--- src/rtl/pairwise_range_neighbor_finder_macros.svh ---
// ----------------------------------------------------------------------------
// Assertion macros for the pair range neighbor finder
// Both macros sample on clk and are disabled during reset (rst_n low).
// ----------------------------------------------------------------------------
`ifndef PAIRWISE_RANGE_NEIGHBOR_FINDER_MACROS_SVH
`define PAIRWISE_RANGE_NEIGHBOR_FINDER_MACROS_SVH

// Consequent checked in the same cycle as the antecedent.
`define PRNF_ASSERT_SAME(lbl, ante, cons, msg) \
    lbl: assert property (@(posedge clk) disable iff (!rst_n) (ante) |-> (cons)) \
        else $error(msg);

// Consequent checked in the cycle after the antecedent.
`define PRNF_ASSERT_NEXT(lbl, ante, cons, msg) \
    lbl: assert property (@(posedge clk) disable iff (!rst_n) (ante) |=> (cons)) \
        else $error(msg);

`endif

--- src/rtl/prnf_pkg.sv ---
// ----------------------------------------------------------------------------
// prnf_pkg
// Shared constants and types for the pair range neighbor finder.
// ----------------------------------------------------------------------------
`default_nettype none

package prnf_pkg;

    localparam int NUM_DRONES = 8;
    localparam int POS_BITS   = 24;

    localparam int ID_W      = 3;
    localparam int SEQ_W     = 32;
    localparam int IN_POS_W  = 24;
    localparam int RANGE_W   = 52;
    localparam int COUNT_W   = 4;
    localparam int DATA_W    = 64;
    localparam int ADDR_W    = 4;

    localparam int IDX_W = (NUM_DRONES > 1) ? $clog2(NUM_DRONES) : 1;
    localparam int CNT_W = $clog2(NUM_DRONES + 1);

    // |b - a| fits in POS_BITS unsigned bits
    localparam int DIFF_W = POS_BITS + 1;
    localparam int SQ_W   = 2 * POS_BITS;
    localparam int SUM_W  = SQ_W + 2;
    localparam int CMP_W  = (SUM_W > RANGE_W) ? SUM_W : RANGE_W;

    localparam logic [RANGE_W-1:0] RANGE_RESET = RANGE_W'(58982400);
    localparam logic [COUNT_W-1:0] COUNT_RESET = COUNT_W'(8);

    localparam logic OP_UPDATE = 1'b0;
    localparam logic OP_TICK   = 1'b1;

    // register select, taken from the 8-byte aligned address
    localparam logic REG_RANGE = 1'b0;
    localparam logic REG_COUNT = 1'b1;

    typedef struct packed {
        logic                       opcode;
        logic [ID_W-1:0]            node_id;
        logic [SEQ_W-1:0]           msg_seq;
        logic signed [IN_POS_W-1:0] pos_x;
        logic signed [IN_POS_W-1:0] pos_y;
        logic signed [IN_POS_W-1:0] pos_z;
    } cmd_t;

    typedef struct packed {
        logic [ID_W-1:0] first_id;
        logic [ID_W-1:0] second_id;
        logic            pair_valid;
        logic            last;
    } res_t;

    typedef struct packed {
        logic signed [POS_BITS-1:0] x;
        logic signed [POS_BITS-1:0] y;
        logic signed [POS_BITS-1:0] z;
    } pos_t;

    // travels alongside a pair through the distance pipeline
    typedef struct packed {
        logic             live;
        logic             last;
        logic             both;
        logic [IDX_W-1:0] first;
        logic [IDX_W-1:0] second;
    } tag_t;

endpackage

`default_nettype wire

--- src/rtl/prnf_dist.sv ---
// ----------------------------------------------------------------------------
// prnf_dist
// Three-stage squared distance and range compare: |diff|, square, sum.
// ----------------------------------------------------------------------------
`default_nettype none

module prnf_dist (
    input  logic                             clk,
    input  logic                             rst_n,
    input  prnf_pkg::pos_t                   pos_a,
    input  prnf_pkg::pos_t                   pos_b,
    input  prnf_pkg::tag_t                   tag_in,
    input  logic [prnf_pkg::RANGE_W-1:0]     range_sq,
    output prnf_pkg::tag_t                   tag_out,
    output logic                             near
);

    logic signed [prnf_pkg::POS_BITS-1:0] a_ax [3];
    logic signed [prnf_pkg::POS_BITS-1:0] b_ax [3];
    logic signed [prnf_pkg::DIFF_W-1:0]   diff [3];
    logic signed [prnf_pkg::DIFF_W-1:0]   neg  [3];

    logic [prnf_pkg::POS_BITS-1:0] mag_reg [3];
    logic [prnf_pkg::SQ_W-1:0]     sq_reg  [3];
    logic [prnf_pkg::SUM_W-1:0]    sum;
    logic                          near_reg;

    prnf_pkg::tag_t tag1_reg, tag2_reg, tag3_reg;

    assign a_ax[0] = pos_a.x;
    assign a_ax[1] = pos_a.y;
    assign a_ax[2] = pos_a.z;
    assign b_ax[0] = pos_b.x;
    assign b_ax[1] = pos_b.y;
    assign b_ax[2] = pos_b.z;

    always_comb
    begin
        for (int k = 0; k < 3; k++)
        begin
            diff[k] = $signed({b_ax[k][prnf_pkg::POS_BITS-1], b_ax[k]})
                    - $signed({a_ax[k][prnf_pkg::POS_BITS-1], a_ax[k]});
            neg[k]  = -diff[k];
        end
    end

    assign sum = prnf_pkg::SUM_W'(sq_reg[0]) + prnf_pkg::SUM_W'(sq_reg[1])
               + prnf_pkg::SUM_W'(sq_reg[2]);

    // tags carry the live bit: reset
    always_ff @(posedge clk or negedge rst_n)
    begin
        if (!rst_n)
        begin
            tag1_reg <= '0;
            tag2_reg <= '0;
            tag3_reg <= '0;
        end
        else
        begin
            tag1_reg <= tag_in;
            tag2_reg <= tag1_reg;
            tag3_reg <= tag2_reg;
        end
    end

    always_ff @(posedge clk)
    begin
        for (int k = 0; k < 3; k++)
        begin
            mag_reg[k] <= diff[k][prnf_pkg::DIFF_W-1] ? neg[k][prnf_pkg::POS_BITS-1:0]
                                                      : diff[k][prnf_pkg::POS_BITS-1:0];
            sq_reg[k]  <= prnf_pkg::SQ_W'(mag_reg[k]) * prnf_pkg::SQ_W'(mag_reg[k]);
        end
        near_reg <= prnf_pkg::CMP_W'(sum) <= prnf_pkg::CMP_W'(range_sq);
    end

    assign tag_out = tag3_reg;
    assign near    = near_reg;

endmodule

`default_nettype wire

--- src/rtl/pairwise_range_neighbor_finder.sv ---
// ----------------------------------------------------------------------------
// pairwise_range_neighbor_finder
// Position table with all-pairs fixed-radius neighbor scan.
// ----------------------------------------------------------------------------
// Usage:
//   A request is taken when start is high and busy is low; cmd carries it.
//   Update request (opcode 0): writes one drone's x/y/z into the position
//   memory and sets its valid mark to (msg_seq != 0). It gives no result;
//   busy stays low.
//   Tick request (opcode 1): walks every pair i <= j over the first
//   min(active_count, NUM_DRONES) drones, one pair per cycle (the position
//   memory's two read ports feed one distance pipeline). Each in-range pair
//   of valid drones gives a result; a closing result with last=1 follows.
//   With P pairs (36 at eight drones) busy is high from the accepting edge
//   until the closing result appears, so the next request is taken only
//   after that closing result.
//   Results show on result for one cycle with result_strobe; the receiver
//   cannot stall them.
//   Config registers (APB, 64-bit data): range_squared at 0x0,
//   active_count at 0x8. Write only while idle.
//   Reset clears valid marks and control and loads the config defaults, but
//   not the position memory (an entry is only read as valid once written).
// ----------------------------------------------------------------------------
`default_nettype none

`include "pairwise_range_neighbor_finder_macros.svh"

module pairwise_range_neighbor_finder (
    input  logic                          clk,
    input  logic                          rst_n,
    // configuration
    input  logic                          psel,
    input  logic                          penable,
    input  logic                          pwrite,
    input  logic [prnf_pkg::ADDR_W-1:0]   paddr,
    input  logic [prnf_pkg::DATA_W-1:0]   pwdata,
    output logic [prnf_pkg::DATA_W-1:0]   prdata,
    output logic                          pready,
    // requests
    input  logic                          start,
    input  prnf_pkg::cmd_t                cmd,
    output logic                          busy,
    // results
    output logic                          result_strobe,
    output prnf_pkg::res_t                result
);

    typedef enum logic [1:0] {
        ST_IDLE,
        ST_SCAN,
        ST_CLOSE,
        ST_WAIT
    } state_t;

    // ---------------- configuration registers ----------------
    logic [prnf_pkg::RANGE_W-1:0] range_reg;
    logic [prnf_pkg::COUNT_W-1:0] count_reg;
    logic                         cfg_wr;
    logic                         reg_sel;

    assign pready  = 1'b1;
    assign cfg_wr  = psel & penable & pwrite;
    assign reg_sel = paddr[prnf_pkg::ADDR_W-1];

    always_ff @(posedge clk or negedge rst_n)
    begin
        if (!rst_n)
        begin
            range_reg <= prnf_pkg::RANGE_RESET;
            count_reg <= prnf_pkg::COUNT_RESET;
        end
        else if (cfg_wr)
        begin
            unique case (reg_sel)
                prnf_pkg::REG_RANGE: range_reg <= pwdata[prnf_pkg::RANGE_W-1:0];
                prnf_pkg::REG_COUNT: count_reg <= pwdata[prnf_pkg::COUNT_W-1:0];
            endcase
        end
    end

    always_comb
    begin
        unique case (reg_sel)
            prnf_pkg::REG_RANGE: prdata = prnf_pkg::DATA_W'(range_reg);
            prnf_pkg::REG_COUNT: prdata = prnf_pkg::DATA_W'(count_reg);
        endcase
    end

    // ---------------- request decode ----------------
    state_t                     state_reg, state_next;
    logic                       accept;
    logic                       upd_en;
    logic                       tick;
    logic [prnf_pkg::IDX_W-1:0] wr_idx;
    prnf_pkg::pos_t             pos_in;

    assign busy   = (state_reg != ST_IDLE);
    assign accept = start & ~busy;
    assign tick   = accept & (cmd.opcode == prnf_pkg::OP_TICK);
    // ids past the table are dropped
    assign upd_en = accept & (cmd.opcode == prnf_pkg::OP_UPDATE)
                  & (32'(cmd.node_id) < 32'(prnf_pkg::NUM_DRONES));
    assign wr_idx = prnf_pkg::IDX_W'(cmd.node_id);

    // input is 24-bit two's complement, kept at table width
    assign pos_in.x = prnf_pkg::POS_BITS'($signed(cmd.pos_x));
    assign pos_in.y = prnf_pkg::POS_BITS'($signed(cmd.pos_y));
    assign pos_in.z = prnf_pkg::POS_BITS'($signed(cmd.pos_z));

    // ---------------- valid marks ----------------
    logic [prnf_pkg::NUM_DRONES-1:0] vmark_reg;

    always_ff @(posedge clk or negedge rst_n)
    begin
        if (!rst_n)
            vmark_reg <= '0;
        else if (upd_en)
            vmark_reg[wr_idx] <= (cmd.msg_seq != '0);
    end

    // ---------------- position memory: 1 write, 2 reads ----------------
    logic [prnf_pkg::IDX_W-1:0] i_reg, i_next;
    logic [prnf_pkg::IDX_W-1:0] j_reg, j_next;
    prnf_pkg::pos_t             pos_mem [prnf_pkg::NUM_DRONES];
    prnf_pkg::pos_t             rd_a_reg, rd_b_reg;

    always_ff @(posedge clk)
    begin
        if (upd_en)
            pos_mem[wr_idx] <= pos_in;
        rd_a_reg <= pos_mem[i_reg];
        rd_b_reg <= pos_mem[j_reg];
    end

    // ---------------- scan sequencer ----------------
    logic [prnf_pkg::CNT_W-1:0] n_reg, n_next;
    logic [prnf_pkg::CNT_W-1:0] n_clip;
    logic                       i_end, j_end;
    logic                       issue, closing;
    prnf_pkg::tag_t             tag0_reg, tag0_next;
    prnf_pkg::tag_t             tag_out;
    logic                       near;
    logic                       strobe_reg, strobe_next;
    prnf_pkg::res_t             res_reg, res_next;

    // counts above the table size act as the table size
    assign n_clip = (count_reg > prnf_pkg::COUNT_W'(prnf_pkg::NUM_DRONES))
                  ? prnf_pkg::CNT_W'(prnf_pkg::NUM_DRONES)
                  : prnf_pkg::CNT_W'(count_reg);

    assign i_end = (prnf_pkg::CNT_W'(i_reg) + prnf_pkg::CNT_W'(1)) == n_reg;
    assign j_end = (prnf_pkg::CNT_W'(j_reg) + prnf_pkg::CNT_W'(1)) == n_reg;

    always_comb
    begin
        state_next = state_reg;
        i_next     = i_reg;
        j_next     = j_reg;
        n_next     = n_reg;
        issue      = 1'b0;
        closing    = 1'b0;
        unique case (state_reg)
            ST_IDLE:
            begin
                if (tick)
                begin
                    n_next     = n_clip;
                    i_next     = '0;
                    j_next     = '0;
                    state_next = (n_clip == '0) ? ST_CLOSE : ST_SCAN;
                end
            end
            ST_SCAN:
            begin
                issue = 1'b1;
                if (j_end)
                begin
                    if (i_end)
                        state_next = ST_CLOSE;
                    else
                    begin
                        i_next = i_reg + prnf_pkg::IDX_W'(1);
                        j_next = i_reg + prnf_pkg::IDX_W'(1);
                    end
                end
                else
                    j_next = j_reg + prnf_pkg::IDX_W'(1);
            end
            ST_CLOSE:
            begin
                closing    = 1'b1;
                state_next = ST_WAIT;
            end
            ST_WAIT:
            begin
                // closing token leaves the pipe
                if (tag_out.live && tag_out.last)
                    state_next = ST_IDLE;
            end
            default: state_next = ST_IDLE;
        endcase
    end

    // tag lines up with the memory read data of the same edge
    always_comb
    begin
        tag0_next.live   = issue | closing;
        tag0_next.last   = closing;
        tag0_next.both   = issue & vmark_reg[i_reg] & vmark_reg[j_reg];
        tag0_next.first  = i_reg;
        tag0_next.second = j_reg;
    end

    always_comb
    begin
        strobe_next          = tag_out.live & (tag_out.last | (tag_out.both & near));
        res_next.first_id    = tag_out.last ? '0 : prnf_pkg::ID_W'(tag_out.first);
        res_next.second_id   = tag_out.last ? '0 : prnf_pkg::ID_W'(tag_out.second);
        res_next.pair_valid  = ~tag_out.last;
        res_next.last        = tag_out.last;
    end

    always_ff @(posedge clk or negedge rst_n)
    begin
        if (!rst_n)
        begin
            state_reg  <= ST_IDLE;
            i_reg      <= '0;
            j_reg      <= '0;
            n_reg      <= '0;
            tag0_reg   <= '0;
            strobe_reg <= 1'b0;
            res_reg    <= '0;
        end
        else
        begin
            state_reg  <= state_next;
            i_reg      <= i_next;
            j_reg      <= j_next;
            n_reg      <= n_next;
            tag0_reg   <= tag0_next;
            strobe_reg <= strobe_next;
            res_reg    <= res_next;
        end
    end

    prnf_dist u_dist (
        .clk      (clk),
        .rst_n    (rst_n),
        .pos_a    (rd_a_reg),
        .pos_b    (rd_b_reg),
        .tag_in   (tag0_reg),
        .range_sq (range_reg),
        .tag_out  (tag_out),
        .near     (near)
    );

    assign result_strobe = strobe_reg;
    assign result        = res_reg;

    // ---------------- assertions ----------------
    `PRNF_ASSERT_SAME(a_pair_in_scan, result_strobe && result.pair_valid, busy,
        "pair result outside a scan")
    `PRNF_ASSERT_SAME(a_pair_order, result_strobe && result.pair_valid,
        result.first_id <= result.second_id, "pair ids out of order")
    `PRNF_ASSERT_NEXT(a_tick_busy, start && !busy && cmd.opcode == prnf_pkg::OP_TICK,
        busy, "tick request did not start a scan")
    `PRNF_ASSERT_SAME(a_close_idle, result_strobe && result.last, !busy,
        "closing result while scan still running")

endmodule

`default_nettype wire
--- config.mk ---
export PLATFORM = sky130hd
export DESIGN_NAME = pairwise_range_neighbor_finder
export DESIGN_NICKNAME = d
export VERILOG_FILES = /design/src/rtl/prnf_pkg.sv /design/src/rtl/prnf_dist.sv /design/src/rtl/pairwise_range_neighbor_finder.sv
export VERILOG_INCLUDE_DIRS = /design/src /design/src/rtl
export SDC_FILE = /design/constraint.sdc
export NUM_CORES = 2
export LEC_CHECK = 0
export BUFFER_PORTS_ARGS = -buffer_cell sky130_fd_sc_hd__buf_2
export CORE_MARGIN = 2
export CORE_UTILIZATION = 62
export DETAILED_ROUTE_END_ITERATION = 10
export PLACE_DENSITY_LB_ADDON = 0.3
export SLEW_MARGIN = 25
export SYNTH_ARGS = -nofsm -noshare
export SYNTH_HDL_FRONTEND = slang
export SYNTH_SLANG_ARGS = --single-unit
--- constraint.sdc ---
create_clock -name clk -period 8.87 [get_ports clk]
set_input_delay 0.887 -clock clk [delete_from_list [all_inputs] [get_ports clk]]
set_output_delay 0.887 -clock clk [all_outputs]
set_load 0.01 [all_outputs]
# Yosys cells after proc, flatten, opt, wreduce, memory -nomap -nowiden
# Memories as Yosys holds them, arrays and structs flattened. A register that Yosys moved wholly into a read port is not among the register bits.
# Index checks and enable logic that the tools add are counted.
dict set report classes {
  n_reduce_logical 13
  add_sub_neg 12
  n_eq_ne 11
  order_cmp 6
  mul 3
  n_bitwise 15
  mux 30
}
# op count
set op_table {}
lappend op_table {{24-bit by 24-bit multiplier with 48-bit output} 3}
lappend op_table {{64-bit one-hot mux with 2 select lines} 1}
lappend op_table {{24-bit by 24-bit subtractor with 25-bit output} 3}
lappend op_table {{24-bit 2-to-1 mux} 3}
lappend op_table {{24-bit negator} 3}
lappend op_table {{50-bit by 52-bit <= comparator with 1-bit output} 1}
lappend op_table {{50-bit by 48-bit adder with 50-bit output} 1}
lappend op_table {{48-bit by 48-bit adder with 49-bit output} 1}
lappend op_table {{32-bit nonzero test} 1}
lappend op_table {{3-bit 2-to-1 mux} 6}
lappend op_table {{3-bit by 4-bit less-than comparator with 1-bit output, second input constant} 3}
lappend op_table {{3-bit one-hot mux with 2 select lines} 2}
lappend op_table {{2-bit 2-to-1 mux} 5}
lappend op_table {{2-bit inequality test, second input constant} 5}
lappend op_table {{1-bit AND} 9}
lappend op_table {{3-bit by 1-bit adder with 4-bit output, second input constant} 2}
lappend op_table {{8-bit bitwise mux} 1}
lappend op_table {{4-bit equality test} 2}
lappend op_table {{2-bit one-hot mux with 4 select lines} 1}
lappend op_table {{4-bit AND reduction} 2}
lappend op_table {{1-bit 2-to-1 mux} 7}
lappend op_table {{3-bit by 1-bit adder with 3-bit output, second input constant} 2}
lappend op_table {{1-bit binary-select mux with 3-bit select} 2}
lappend op_table {{2-bit AND reduction} 3}
lappend op_table {{other kinds (14)} 21}
dict set report totals {
  inputBits 182
  mem_count 3
  regBits 122
  mem_bits_rw 792
}
# name depth width read_ports rd_clocked_by_memory_dff wr line
set memory_table {}
lappend memory_table {pos_mem 8 72 2 2 1 pairwise_range_neighbor_finder.sv:124} ;# prnf_pkg::pos_t pos_mem [prnf_pkg::NUM_DRONES];
lappend memory_table {u_dist.sq_reg 3 48 3 0 3 prnf_dist.sv:24} ;# logic [prnf_pkg::SQ_W-1:0] sq_reg [3];
lappend memory_table {u_dist.mag_reg 3 24 3 0 3 prnf_dist.sv:23} ;# logic [prnf_pkg::POS_BITS-1:0] mag_reg [3];

# Logic depth before layout (Yosys ltp)
dict set report logic_depth {
  depth_word 6
  mapped_depth 36
  ltp_nobuf 36
}

# Modules after synthesis
# From an unflattened synthesis, not the netlist that was laid out.
dict set report hier_totals {
  hier_cells 8572
  area_unflattened_um2 96312.4
}
# mod cells_each n_inst area_each_um2
set modules_own_cells {}
lappend modules_own_cells {prnf_dist 6963 1 63103.0}
lappend modules_own_cells {pairwise_range_neighbor_finder 1609 1 33209.4}

# Worst setup path before layout
# Ideal clock, no wire load.
dict set report synth_path {
  path_kind {register -> register}
  startpoint {memory u_dist.mag_reg[0][64] in the netlist's numbering}
  endpoint {memory u_dist.sq_reg[0][143] in the netlist's numbering}
  setup_ns 0.072
  t_arrival_ns 7.227
  stages_incl_launch_ff 26
  synth_period_minus_slack_ns 7.299
  setup_slack_ns 1.571
  path_cell_list {dfxtp_1 clkbuf_1 clkbuf_1 nand2_1 fa_1 inv_1 fa_1 fa_1 inv_1 fa_1 fa_1 inv_1 fa_1 fa_1 ha_1 and3_1 and3_1 and3_1 a32o_1 nor3_2 o311a_1 nor4_1 a2111oi_0 a21oi_1 a221oi_1 xnor2_1}
}
# element line
set synth_rtl {}
lappend synth_rtl {{start, declared} prnf_dist.sv:23}
lappend synth_rtl {{end, declared} prnf_dist.sv:24}

==> results by group <==
Route
  • Detail Route Antenna Nets: 0
  • Via count: 63859
  • Routed met2 length: roughly 110 mm
  • Initial drt markers: 4767
  • First-pass iteration count of the detailed router: 8
  • Highest metal used: met5
  • Routed wire length on met3: roughly 18 mm
  • Drt via density: 5.765
  • Drt wl/cell: 20.42 µm
  • M1 wire length: 90.16 mm
  • Routed WL: 226.2 mm
  • DRC Markers: 0

Floorplanning
  • Core footprint: 0.1558 mm²
  • Initial Util: between 60 and 70%
  • Row cnt: 145
  • # IOs: 257
  • Chip Height: 399.9 µm
  • Die area: between 0.15 and 0.2 mm²
  • Die W: between 300 and 400 µm

Timing
  • Worst rel slew slack: 22.28%
  • Setup tns final: 0 ns
  • Tmin final: 8.271 ns
  • Final Skew: ~0.05 ns
  • Unrepaired setup endpoints after global routing: no
  • Worst-Margin Slew: about 1.2 ns
  • Final hold vios: 0
  • Final count of negative-setup-slack endpoints: 0
  • Max-slew violations: 0
  • Period utilisation layout: between 90% and 100%
  • Fmax: 0.1209 GHz

Synthesis
  • Synth cell types: 92
  • Post-Synth Adder-Cell Area: 35.98%
  • Yosys warning total: 0
  • Mapped Cells: 8718
  • Synthesized flop and latch total: about 1100
  • Simple-Gate Fraction of Synth Area: 8.443%
  • Combinational family with the most area after synthesis: adder cells
  • Netlist Area Pre-Place: about 0.1 mm²
  • EDFF count, synth: ~580
  • Share of async-settable or async-resettable flops after synthesis: 11.47%
  • Mux cell area share after synthesis: 9.385%
  • Mean area per synthesized cell: around 11 µm²
  • Sequential share of the synthesized area: between 20 and 30%
  • XOR/XNOR Fraction of Synth Area: 3.354%
  • Predominant post-synthesis flop cell: edfxtp_1
  • Compound-gate portion of the synthesized area: roughly 6.1%

GRT
  • GR Util All Layers: 29.14%
  • Vias in the first global route: 69273
  • Largest net degree at the start of global routing: 115
  • Antenna violations before repair: 21
  • First-pass GRT wire length: 364.1 mm
  • Grt ovf: 0

Setup path
  • R2R cell count: 25
  • Critical path's largest stage delay: 0.99 ns
  • CP bufs+invs: 5
  • Largest fanout on the critical path: 18
  • Critical Setup Path Class: reg2reg
  • Crit start category: flop
  • Crit path arrival time: ~9.0 ns
  • Critical Path Most Common Cell: fa_1
  • Slowest CP cell: dfxtp_1
  • Worst EP required: 9.54 ns
  • Setup crit end kind: flop
  • Delay-heaviest family, CP: adder cells
  • Crit path depth: 25

Clock tree
  • Sink Count: 1055
  • CTS tree: yes
  • Root Buffer: clkbuf_16
  • Clock Pin Slew Worst Setup and Hold Paths: 0.07 ns
  • H-tree depth: 3
  • Clock Path Buffers: 3
  • Hold buffer count at CTS: 0
  • CTS resizes: 0
  • Cts bufs inserted: 110
  • Post-CTS Setup Bufs: 0
  • Skew-Pair Late Insertion Delay: 0.76 ns

Cells and area
  • Fin nets: 11125
  • Most frequent cells in the layout: 1878 x inv_1, 1275 x fa_1, 754 x ha_1, 576 x edfxtp_1, 546 x nand2_1
  • Synth-to-Final Area Change: 7.871%
  • Design Area, Final: about 0.10 mm²
  • Fillers: 11285
  • Max reg flops: 576
  • Share of cells above drive strength 1: 12.41%
  • Most common cell after layout, fill and taps aside: inv_1

Place
  • Post-DP HPWL: 171.4 mm
  • Final RePlAce weighted congestion: 0.9265
  • DP Area: 0.1009 mm²
  • Port Buffers: between 200 and 250

Hold path
  • HP Class: in2async

Status
  • Outcome: finished, final reports clean

Job
  • # Max-Cap Violations: 0
[worst paths after layout]
path / startpoint / endpoint / slack (ns)
min in group clk: u_dist.tag1_reg[2]$_DFF_PN0_ / u_dist.tag2_reg[2]$_DFF_PN0_ / 0.35
worst max register to register: u_dist.mag_reg[0][59]$_DFF_P_ / u_dist.sq_reg[0][143]$_DFF_P_ / 0.60
worst min-delay path: rst_n / range_reg[15]$_DFFE_PN0P_ / 0.23
worst max-delay path: u_dist.mag_reg[0][59]$_DFF_P_ / u_dist.sq_reg[0][143]$_DFF_P_ / 0.60
max in group asynchronous: rst_n / j_reg[0]$_DFFE_PN0P_ / 7.16
worst min register to register: u_dist.tag1_reg[2]$_DFF_PN0_ / u_dist.tag2_reg[2]$_DFF_PN0_ / 0.35
[Yosys cell counts, drive strengths merged, types with 33 or more instances]
cell type / count / share of area, %
inv: 1879 / 7.3
nand3: 67 / 0.35
a21o: 172 / 1.3
buf: 47 / 0.23
mux4: 292 / 6.8
o21bai: 38 / 0.29
a21oi: 273 / 1.4
o21ai: 175 / 0.90
mux2: 215 / 2.5
dfrtp: 116 / 3.0
nor2: 297 / 1.1
nand2b: 52 / 0.33
nor2b: 61 / 0.39
ha: 754 / 9.7
o21a: 45 / 0.35
nand4: 51 / 0.33
a31oi: 33 / 0.21
nand2: 547 / 2.1
nor3: 61 / 0.32
edfxtp: 576 / 18
and2: 386 / 2.5
clkbuf: 239 / 0.92
dfxtp: 358 / 7.4
fa: 1275 / 26
xnor2: 241 / 2.2
xor2: 131 / 1.2
[per-layer routing]
| metal | vias to the layer above | global-route usage, % |
|---|---|---|
| met2 | 2381 | 49.52 |
| met1 | 32339 | 38.33 |
| met4 | 20 | 8.338 |
| met3 | 419 | 5.481 |
| met5 | - | 0 |
| li1 | 28700 | - |
[final cells by class]
cell class	count	area, µm²	area share, %
repair buffers	359	2140	2.042
clock buffers	149	3127	2.984
flip-flops and latches	1055	27520	26.26
well taps	2058	2575	2.457
inverters	1879	7054	6.731
clock inverters	61	789.5	0.7533
multi-input cells	5509	61580	58.76
diodes	7	17.52	0.01671
[metrics by stage]
stage | hold slack (ns) | cells | utilization (%) | setup WS (ns)
final | 0.2287 | 11077 | 67.25 | 0.5987
after global routing | 0.2647 | 11073 | 67.24 | 0.2674
after CTS | 0.2048 | 11070 | 67.23 | 0.7618
after detailed placement | 0.3347 | 10860 | 64.72 | 0.7959
after global placement | 0.3312 | 10860 | 64.72 | 0.8828
after floorplan | 0.3312 | 8729 | - | 1.571
[worst reg2reg max path: stages (launching register included)]
cell and delay, ns:
dfxtp_1 0.99, buf_4 0.33, nand2_1 0.12, fa_1 0.52, fa_1 0.54, fa_1 0.52, inv_1 0.06, fa_1 0.56
fa_1 0.44, fa_1 0.50, inv_1 0.05, fa_1 0.47, inv_1 0.04, ha_1 0.31, nand2_1 0.17, nor3_1 0.12
and3_1 0.19, a32o_1 0.24, nor3_2 0.44, o311a_1 0.30, nor4_1 0.08, a2111oi_0 0.41, buf_4 0.19, a21oi_1 0.09
a221oi_1 0.37, xnor2_1 0.16
[logic make-up after synthesis]
| group | count (synthesis) |
|---|---|
| fa+ha+maj | 2029 |
| mux | 519 |
| simple gates | 1655 |
| flops | 1055 |
| buf+inv | 2165 |
| compound gates | 921 |
| xor+xnor | 372 |
| other cells | 2 |
Power is not shown: default switching activity piles up to over one toggle a cycle in this logic, so the estimate is an artifact.
